[src/rtl/mfd_pkg.sv]
// ----------------------------------------------------------------------------
// mfd_pkg - shared definitions for the motor feedback decoder
// Field widths, encoder and turn counter sizes, register map.
// ----------------------------------------------------------------------------
package mfd_pkg;

  // encoder resolution and turn counter size
  localparam int ENC_BITS  = 13;
  localparam int TURN_BITS = 24;
  localparam int HALF_TURN = 1 << (ENC_BITS - 1);

  // angle scaling: degrees with 16 fraction bits
  localparam int DEG_PER_TURN = 360;
  localparam int FRAC_BITS    = 16;
  localparam int ANG_SHIFT    = FRAC_BITS - ENC_BITS;

  // payload widths
  localparam int SPEED_W  = 16;
  localparam int CURR_W   = 16;
  localparam int TEMP_W   = 8;
  localparam int SINGLE_W = 25;
  localparam int TOTAL_W  = 49;
  localparam int COEF_W   = 16;
  localparam int ACC_W    = 32;

  localparam logic [SINGLE_W-1:0] ANGLE_SINGLE_MAX = SINGLE_W'(23590080);

  // APB register map
  localparam int APB_AW = 3;
  localparam int APB_DW = 32;

  typedef enum logic {
    REG_SPEED_COEF   = 1'b0,
    REG_CURRENT_COEF = 1'b1
  } mfd_reg_t;

endpackage

[src/rtl/mfd_if.sv]
// ----------------------------------------------------------------------------
// mfd_if - transfer channels of the motor feedback decoder
// Valid/ready channels for feedback frames and decoded results.
// ----------------------------------------------------------------------------
interface mfd_in_if;
  import mfd_pkg::*;

  logic                       valid;
  logic                       ready;
  logic        [ENC_BITS-1:0] encoder_count;
  logic signed [SPEED_W-1:0]  speed_raw;
  logic signed [CURR_W-1:0]   current_raw;
  logic        [TEMP_W-1:0]   temp_raw;

  modport source (output valid, encoder_count, speed_raw, current_raw, temp_raw,
                  input ready);
  modport sink   (input valid, encoder_count, speed_raw, current_raw, temp_raw,
                  output ready);
endinterface

interface mfd_out_if;
  import mfd_pkg::*;

  logic                       valid;
  logic                       ready;
  logic        [SINGLE_W-1:0] angle_single;
  logic signed [TOTAL_W-1:0]  angle_total;
  logic signed [SPEED_W-1:0]  speed_smoothed;
  logic signed [CURR_W-1:0]   current_smoothed;
  logic        [TEMP_W-1:0]   temperature;

  modport source (output valid, angle_single, angle_total, speed_smoothed,
                  current_smoothed, temperature, input ready);
  modport sink   (input valid, angle_single, angle_total, speed_smoothed,
                  current_smoothed, temperature, output ready);
endinterface

[src/rtl/motor_feedback_decoder.sv]
// ----------------------------------------------------------------------------
// motor_feedback_decoder - multi-turn encoder unwrap with speed/current smoothing
//
// Channels:
//   in_ch  : one feedback frame per transfer (encoder count, speed, current,
//            temperature), valid/ready.
//   out_ch : one result per frame (single-turn angle, multi-turn angle,
//            smoothed speed and current, temperature), valid/ready.
//   APB    : two 16-bit smoothing weights at 0x0 (speed) and 0x4 (current),
//            Q0.16 weight of the old value. Write only while idle.
// Pipeline: input register, then result register; the result is valid once
//   its frame has moved through both. Throughput: one frame per cycle while
//   out_ch.ready holds high; the turn tracker and both smoothing filters update
//   in the same cycle an item moves into the result register, so the next
//   frame sees the new state right away.
// Reset (rst_n low, synchronous): both pipeline registers empty, previous count,
//   turn counter, accumulators and weights cleared to zero.
// Stall: while out_ch.ready is low the result holds; one more frame is taken
//   into the input register, then in_ch.ready drops until the result moves.
// ----------------------------------------------------------------------------
module motor_feedback_decoder (
  input  logic                          clk,
  input  logic                          rst_n,
  mfd_in_if.sink                        in_ch,
  mfd_out_if.source                     out_ch,
  input  logic                          psel,
  input  logic                          penable,
  input  logic                          pwrite,
  input  logic [mfd_pkg::APB_AW-1:0]    paddr,
  input  logic [mfd_pkg::APB_DW-1:0]    pwdata,
  output logic [mfd_pkg::APB_DW-1:0]    prdata,
  output logic                          pready
);
  import mfd_pkg::*;

  localparam logic signed [TURN_BITS-1:0] TURN_MAX = {1'b0, {(TURN_BITS-1){1'b1}}};
  localparam logic signed [TURN_BITS-1:0] TURN_MIN = {1'b1, {(TURN_BITS-1){1'b0}}};

  // --------------------------------------------------------------------------
  // configuration registers
  // --------------------------------------------------------------------------
  logic [COEF_W-1:0] speed_coef_r;
  logic [COEF_W-1:0] curr_coef_r;
  logic              cfg_wr;
  mfd_reg_t          cfg_sel;

  assign pready  = 1'b1;
  assign cfg_wr  = psel && penable && pwrite;
  assign cfg_sel = mfd_reg_t'(paddr[2]);

  always_ff @(posedge clk) begin
    if (!rst_n) begin
      speed_coef_r <= '0;
      curr_coef_r  <= '0;
    end else if (cfg_wr) begin
      case (cfg_sel)
        REG_SPEED_COEF:   speed_coef_r <= pwdata[COEF_W-1:0];
        REG_CURRENT_COEF: curr_coef_r  <= pwdata[COEF_W-1:0];
        default: ;
      endcase
    end
  end

  always_comb begin
    case (cfg_sel)
      REG_SPEED_COEF:   prdata = APB_DW'(speed_coef_r);
      REG_CURRENT_COEF: prdata = APB_DW'(curr_coef_r);
      default:          prdata = '0;
    endcase
  end

  // --------------------------------------------------------------------------
  // pipeline control
  // --------------------------------------------------------------------------
  logic in_valid_r;
  logic out_valid_r;
  logic advance;
  logic in_take;

  assign advance     = in_valid_r && (!out_valid_r || out_ch.ready);
  assign in_ch.ready = !in_valid_r || advance;
  assign in_take     = in_ch.valid && in_ch.ready;

  always_ff @(posedge clk) begin
    if (!rst_n) begin
      in_valid_r  <= 1'b0;
      out_valid_r <= 1'b0;
    end else begin
      if (in_ch.ready) in_valid_r <= in_ch.valid;
      if (advance) out_valid_r <= 1'b1;
      else if (out_ch.ready) out_valid_r <= 1'b0;
    end
  end

  // input register (payload, no reset)
  logic        [ENC_BITS-1:0] count_r;
  logic signed [SPEED_W-1:0]  speed_r;
  logic signed [CURR_W-1:0]   curr_r;
  logic        [TEMP_W-1:0]   temp_r;

  always_ff @(posedge clk) begin
    if (in_take) begin
      count_r <= in_ch.encoder_count;
      speed_r <= in_ch.speed_raw;
      curr_r  <= in_ch.current_raw;
      temp_r  <= in_ch.temp_raw;
    end
  end

  // --------------------------------------------------------------------------
  // turn tracking
  // --------------------------------------------------------------------------
  logic        [ENC_BITS-1:0]  prev_enc_r;
  logic signed [TURN_BITS-1:0] turn_r;
  logic signed [TURN_BITS-1:0] turn_nxt;
  logic        [ENC_BITS:0]    count_half;
  logic        [ENC_BITS:0]    prev_half;
  logic                        wrap_up;
  logic                        wrap_down;

  // jump below minus half a turn: wrapped forward; above plus half: backward
  assign count_half = {1'b0, count_r} + (ENC_BITS+1)'(HALF_TURN);
  assign prev_half  = {1'b0, prev_enc_r} + (ENC_BITS+1)'(HALF_TURN);
  assign wrap_up    = {1'b0, prev_enc_r} > count_half;
  assign wrap_down  = {1'b0, count_r} > prev_half;

  always_comb begin
    turn_nxt = turn_r;
    if (wrap_up && (turn_r != TURN_MAX))
      turn_nxt = turn_r + TURN_BITS'(1);
    else if (wrap_down && (turn_r != TURN_MIN))
      turn_nxt = turn_r - TURN_BITS'(1);
  end

  // angles: count * 360 scaled to 16 fraction bits; total adds whole turns
  logic        [SINGLE_W-1:0] single;
  logic signed [63:0]         total_w;

  assign single  = (SINGLE_W'(count_r) * SINGLE_W'(DEG_PER_TURN)) << ANG_SHIFT;
  assign total_w = ((64'(turn_nxt) * 64'sd360) <<< FRAC_BITS) + 64'(single);

  // --------------------------------------------------------------------------
  // first-order smoothing: acc' = (1 - c) * x + floor(c * acc), Q16.16
  // --------------------------------------------------------------------------
  function automatic logic signed [ACC_W-1:0] smooth(
    input logic signed [ACC_W-1:0]   acc,
    input logic signed [SPEED_W-1:0] x,
    input logic        [COEF_W-1:0]  c
  );
    logic        [COEF_W:0]          keep;
    logic signed [COEF_W+ACC_W:0]    old_part;
    logic signed [COEF_W+SPEED_W+1:0] fresh;
    logic signed [COEF_W+SPEED_W+1:0] sum;
    keep     = (COEF_W+1)'(1 << COEF_W) - {1'b0, c};
    old_part = $signed({1'b0, c}) * acc;
    fresh    = $signed({1'b0, keep}) * x;
    sum      = fresh + (COEF_W+SPEED_W+2)'(old_part[COEF_W+ACC_W-1:FRAC_BITS]);
    return sum[ACC_W-1:0];
  endfunction

  logic signed [ACC_W-1:0] speed_acc_r;
  logic signed [ACC_W-1:0] curr_acc_r;
  logic signed [ACC_W-1:0] speed_acc_nxt;
  logic signed [ACC_W-1:0] curr_acc_nxt;

  assign speed_acc_nxt = smooth(speed_acc_r, speed_r, speed_coef_r);
  assign curr_acc_nxt  = smooth(curr_acc_r, curr_r, curr_coef_r);

  always_ff @(posedge clk) begin
    if (!rst_n) begin
      prev_enc_r  <= '0;
      turn_r      <= '0;
      speed_acc_r <= '0;
      curr_acc_r  <= '0;
    end else if (advance) begin
      prev_enc_r  <= count_r;
      turn_r      <= turn_nxt;
      speed_acc_r <= speed_acc_nxt;
      curr_acc_r  <= curr_acc_nxt;
    end
  end

  // --------------------------------------------------------------------------
  // result register
  // --------------------------------------------------------------------------
  logic        [SINGLE_W-1:0] single_r;
  logic signed [TOTAL_W-1:0]  total_r;
  logic signed [SPEED_W-1:0]  speed_out_r;
  logic signed [CURR_W-1:0]   curr_out_r;
  logic        [TEMP_W-1:0]   temp_out_r;

  always_ff @(posedge clk) begin
    if (advance) begin
      single_r    <= single;
      total_r     <= total_w[TOTAL_W-1:0];
      speed_out_r <= speed_acc_nxt[ACC_W-1:FRAC_BITS];
      curr_out_r  <= curr_acc_nxt[ACC_W-1:FRAC_BITS];
      temp_out_r  <= temp_r;
    end
  end

  assign out_ch.valid            = out_valid_r;
  assign out_ch.angle_single     = single_r;
  assign out_ch.angle_total      = total_r;
  assign out_ch.speed_smoothed   = speed_out_r;
  assign out_ch.current_smoothed = curr_out_r;
  assign out_ch.temperature      = temp_out_r;

endmodule

[src/flat_wrapper.sv]
// flat-port wrapper written by rule: the top's interface ports become plain ports
module motor_feedback_decoder_flat import mfd_pkg::*;
  (clk, rst_n, psel, penable, pwrite, paddr, pwdata, prdata, pready, in_ch_valid, in_ch_encoder_count, in_ch_speed_raw, in_ch_current_raw, in_ch_temp_raw, in_ch_ready, out_ch_valid, out_ch_angle_single, out_ch_angle_total, out_ch_speed_smoothed, out_ch_current_smoothed, out_ch_temperature, out_ch_ready);
  mfd_in_if in_ch_i ();
  mfd_out_if out_ch_i ();
  input  logic clk;
  input  logic rst_n;
  input  logic psel;
  input  logic penable;
  input  logic pwrite;
  input  logic [mfd_pkg::APB_AW-1:0] paddr;
  input  logic [mfd_pkg::APB_DW-1:0] pwdata;
  output logic [mfd_pkg::APB_DW-1:0] prdata;
  output logic pready;
  input wire logic [$bits(in_ch_i.valid)-1:0] in_ch_valid;
  input wire logic [$bits(in_ch_i.encoder_count)-1:0] in_ch_encoder_count;
  input wire logic [$bits(in_ch_i.speed_raw)-1:0] in_ch_speed_raw;
  input wire logic [$bits(in_ch_i.current_raw)-1:0] in_ch_current_raw;
  input wire logic [$bits(in_ch_i.temp_raw)-1:0] in_ch_temp_raw;
  output wire logic [$bits(in_ch_i.ready)-1:0] in_ch_ready;
  output wire logic [$bits(out_ch_i.valid)-1:0] out_ch_valid;
  output wire logic [$bits(out_ch_i.angle_single)-1:0] out_ch_angle_single;
  output wire logic [$bits(out_ch_i.angle_total)-1:0] out_ch_angle_total;
  output wire logic [$bits(out_ch_i.speed_smoothed)-1:0] out_ch_speed_smoothed;
  output wire logic [$bits(out_ch_i.current_smoothed)-1:0] out_ch_current_smoothed;
  output wire logic [$bits(out_ch_i.temperature)-1:0] out_ch_temperature;
  input wire logic [$bits(out_ch_i.ready)-1:0] out_ch_ready;
  assign in_ch_i.valid = in_ch_valid;
  assign in_ch_i.encoder_count = in_ch_encoder_count;
  assign in_ch_i.speed_raw = in_ch_speed_raw;
  assign in_ch_i.current_raw = in_ch_current_raw;
  assign in_ch_i.temp_raw = in_ch_temp_raw;
  assign in_ch_ready = in_ch_i.ready;
  assign out_ch_valid = out_ch_i.valid;
  assign out_ch_angle_single = out_ch_i.angle_single;
  assign out_ch_angle_total = out_ch_i.angle_total;
  assign out_ch_speed_smoothed = out_ch_i.speed_smoothed;
  assign out_ch_current_smoothed = out_ch_i.current_smoothed;
  assign out_ch_temperature = out_ch_i.temperature;
  assign out_ch_i.ready = out_ch_ready;
  motor_feedback_decoder u_core (.clk(clk), .rst_n(rst_n), .in_ch(in_ch_i), .out_ch(out_ch_i), .psel(psel), .penable(penable), .pwrite(pwrite), .paddr(paddr), .pwdata(pwdata), .prdata(prdata), .pready(pready));
endmodule
[config.mk]
export PLATFORM = sky130hd
export DESIGN_NAME = motor_feedback_decoder_flat
export DESIGN_NICKNAME = d
export VERILOG_FILES = /design/src/rtl/mfd_pkg.sv /design/src/rtl/mfd_if.sv /design/src/rtl/motor_feedback_decoder.sv /design/src/flat_wrapper.sv
export SDC_FILE = /design/constraint.sdc
export NUM_CORES = 2
export LEC_CHECK = 0
export BUFFER_PORTS_ARGS = -buffer_cell sky130_fd_sc_hd__buf_4
export CAP_MARGIN = 0
export CORE_MARGIN = 2
export CORE_UTILIZATION = 55
export DETAILED_ROUTE_END_ITERATION = 6
export GPL_TIMING_DRIVEN = 0
export PLACE_DENSITY = 0.84
export RECOVER_POWER = 50
export SLEW_MARGIN = 20
export SYNTH_ARGS = -nofsm -noshare
export SYNTH_HDL_FRONTEND = slang
export SYNTH_SLANG_ARGS = --single-unit
[constraint.sdc]
create_clock -name clk -period 10.9 [get_ports clk]
set_clock_uncertainty 0.2 [all_clocks]
set_input_delay 0.545 -clock clk [delete_from_list [all_inputs] [get_ports clk]]
set_output_delay 0.545 -clock clk [all_outputs]
set_load 0.01 [all_outputs]
==> impl_metrics.tcl <==
set metrics [dict create \
    status "finished with violations" \
    violations "design-rule violations, max-capacitance violations, max-slew violations" \
    ys_seq_area_frac 0.09942 \
    relSlewSlack -0.5847 \
    grt_setup_unrepaired "yes" \
    finalSetupViolCount 0 \
    critPathLaunchType "flip-flop" \
    cts_sinks 277 \
    post-route-drc-count 3 \
    worst_pin_slew_ns 2.377 \
    routed_wirelength_um 220400 \
    peakVddDrop_v 0.0006436 \
    synthCells 7667 \
    htree_levels 2 \
    firstDrtPassIters 7 \
    slowest_stage "fa_1" \
    postSynthAreaPerCell_um2 9.139 \
    min_period_over_period 0.9998 \
    first_iter_violations 5359 \
    fmax_mhz 91.76 \
    total_power_w 0.01869 \
    most-common-layout-cells "inv_1, fa_1, nand2_1" \
    ys_types 97 \
    worstSetupPathType "reg -> reg" \
    slew_violations 56 \
    path_buf_inv 7 \
    cts_made_buffers 38 \
    area_growth_pct 13.73 \
    synth_edf_count 142 \
    layout_commonest_cell "inv_1" \
    pwr_density_cell_mw_per_mm2 234.6 \
    numPortBuffers 196 \
    cap_violations 2 \
    cp.required_ns 11.24 \
    nets 10280 \
    yosysWarnings 0 \
    worst_hold_path_type "in -> reg" \
    chipWidth_um 360.9 \
    ys_seq_elements 277 \
    grt_pass1_wl_um 334700 \
    power_leakage_nw 37.97 \
    vias 56040 \
    path_clk_slew_ns 0.06 \
    via_per_inst 5.721 \
    hold_viol 0 \
    first_global_vias 59590 \
    cpPeakStageDelay_ns 0.57 \
    core_mm2 0.1261 \
    fin_crit_ns 10.90 \
    cts_tree "yes" \
    synth_area_mm2 0.07007 \
    num_rows 130 \
    insertion_delay_ns 0.67 \
    grt_max_degree 47 \
    setup_tns_ns 0 \
    initial_utilization 0.5559 \
    place_congestion 1.042 \
    async_reset_ff_frac 0 \
    crit_path_frequent_cell "fa_1" \
    ant_nets 0 \
    cts_buffer_depth 3 \
    wl_per_cell_um 22.50 \
    ioPinCount 244 \
    crit_arrival_ns 11.24 \
    grtUsageTotal 0.3361 \
    antenna_found_initial 15 \
    dpl.hpwl_um 172100 \
    crit_path_end_kind "flip-flop" \
    ys.flop_type "edfxtp_1" \
    die-height_um 360.9 \
    root_buffer "clkbuf_16" \
    drive_gt1_frac 0.1063 \
    worst-path-max-fanout 10 \
    dieArea_mm2 0.1303 \
    grt-ovfl-total 0 \
    crit_family "adder cells" \
]
## final timing paths
check,start,endpoint,slack (ns),cells past startpoint
setup reg to reg,u_core.speed_coef_r[11],u_core.speed_acc_r[21],0.002,38
setup / recovery,u_core.speed_coef_r[11],u_core.speed_acc_r[21],0.002,38
hold reg to reg,u_core.temp_r[3],u_core.out_ch.temperature[3],0.21,0
hold / removal,pwdata[9],u_core.curr_coef_r[9],0.04,3
## repair_timing
item / 4_1_cts / 5_1_grt
buffers inserted: 60 / 65
cloned: 0 / 2
setup endpoints to repair: 79 / 66
hold endpoints to repair: 77 / 0
pin swaps: 45 / 158
hold buffers: 71 / 0
gates resized for setup: 588 / 345
## metal layers
| metal | part of all wire | track usage | wire, µm |
|---|---|---|---|
| met5 | 0.00049 | 0 | 109 |
| met2 | 0.45 | 0.5227 | 98490 |
| met1 | 0.36 | 0.4225 | 79040 |
| met3 | 0.12 | 0.1006 | 27390 |
| met4 | 0.070 | 0.1822 | 15350 |
## state kept, by name (all words and copies together) (netlist names), 13 cells and up
name                            cells
u_core.prev_enc_r                  13
u_core.out_ch.angle_single         19
u_core.speed_acc_r                 32
u_core.out_ch.angle_total          30
u_core.turn_r                      24
u_core.curr_acc_r                  32
u_core.curr_r                      16
u_core.speed_r                     16
u_core.speed_coef_r                16
u_core.curr_coef_r                 16
u_core.count_r                     13
u_core.out_ch.current_smoothed     16
u_core.out_ch.speed_smoothed       16
## stage by stage
stage,area (µm²),hold WS [ns],worst slack (ns),cells,utilization
5_1_grt,79680,0.02692,-0.2149,9790,0.6321
2_1_floorplan,70170,0.2003,0.1889,7694,-
3_5_place_dp,73860,0.2045,-2.790,9545,0.5859
3_3_place_gp,73710,0.2013,-2.561,9540,0.5847
4_1_cts,78230,0.002074,0.009867,9722,0.6206
6_report,79690,0.04131,0.002406,9796,0.6322
## worst min-delay path: stages
cell	delay, ns
buf_4	0.14
nand2_1	0.06
a21oi_1	0.06
## cells by family (layout without fill, tap and decap cells)
| group | count (synthesis) | in the layout | synth area share |
|---|---|---|---|
| simple gates | 2276 | 2276 | 0.1577 |
| buf+inv | 2142 | 2585 | 0.1172 |
| fa+ha+maj | 2080 | 2080 | 0.5331 |
| compound gates | 608 | 608 | 0.05628 |
| flops | 277 | 277 | 0.09942 |
| xor+xnor | 247 | 247 | 0.03087 |
| mux | 35 | 35 | 0.005250 |
| other cells | 2 | 38 | 0.0001072 |
## layout make-up
type	count	area, µm²
Multi-Input combinational cell	5275	56640
Fill cell	9774	46360
Sequential cell	277	7194
Inverter	1767	6633
Timing Repair Buffer	399	2935
Buffer	349	2820
Tap cell	1650	2064
Clock buffer	43	979.7
Clock inverter	27	404.1
Antenna cell	9	22.52
## cells in the mapped netlist, types with 8 or more instances
cell type | instances | area share
inv_1 | 1766 | 0.095
fa_1 | 1509 | 0.43
nand2_1 | 1166 | 0.062
and2_1 | 659 | 0.059
ha_1 | 571 | 0.10
clkbuf_1 | 281 | 0.015
a21oi_1 | 230 | 0.016
xnor2_1 | 173 | 0.022
edfxtp_1 | 142 | 0.061
dfxtp_1 | 135 | 0.039
nor2_1 | 122 | 0.0065
a21o_1 | 79 | 0.0085
o21ai_0 | 77 | 0.0055
xor2_1 | 74 | 0.0092
nand2b_1 | 50 | 0.0045
nand3_1 | 48 | 0.0034
nor3_1 | 48 | 0.0034
buf_1 | 43 | 0.0023
buf_4 | 42 | 0.0045
and3_1 | 35 | 0.0031
nor2b_1 | 34 | 0.0030
o21a_1 | 33 | 0.0035
a31oi_1 | 22 | 0.0020
nand4_1 | 22 | 0.0020
or3_1 | 22 | 0.0020
mux2i_1 | 21 | 0.0030
a211oi_1 | 19 | 0.0020
o211ai_1 | 15 | 0.0016
mux2_2 | 14 | 0.0022
a21boi_0 | 12 | 0.0013
nand3b_1 | 10 | 0.0011
o21ai_1 | 10 | 0.00071
o21bai_1 | 10 | 0.0011
or2_2 | 9 | 0.00080
or4_1 | 9 | 0.00096
and4_1 | 8 | 0.0010
buf_2 | 8 | 0.00057
## power by group
part | switching [W] | internal [W] | total [W]
combinational | 0.00912 | 0.00612 | 0.0152
clock | 0.000603 | 0.000831 | 0.00143
sequential | 0.000244 | 0.00177 | 0.00201
total | 0.00997 | 0.00872 | 0.0187
Note: power is estimated with default switching activity, not from simulation.
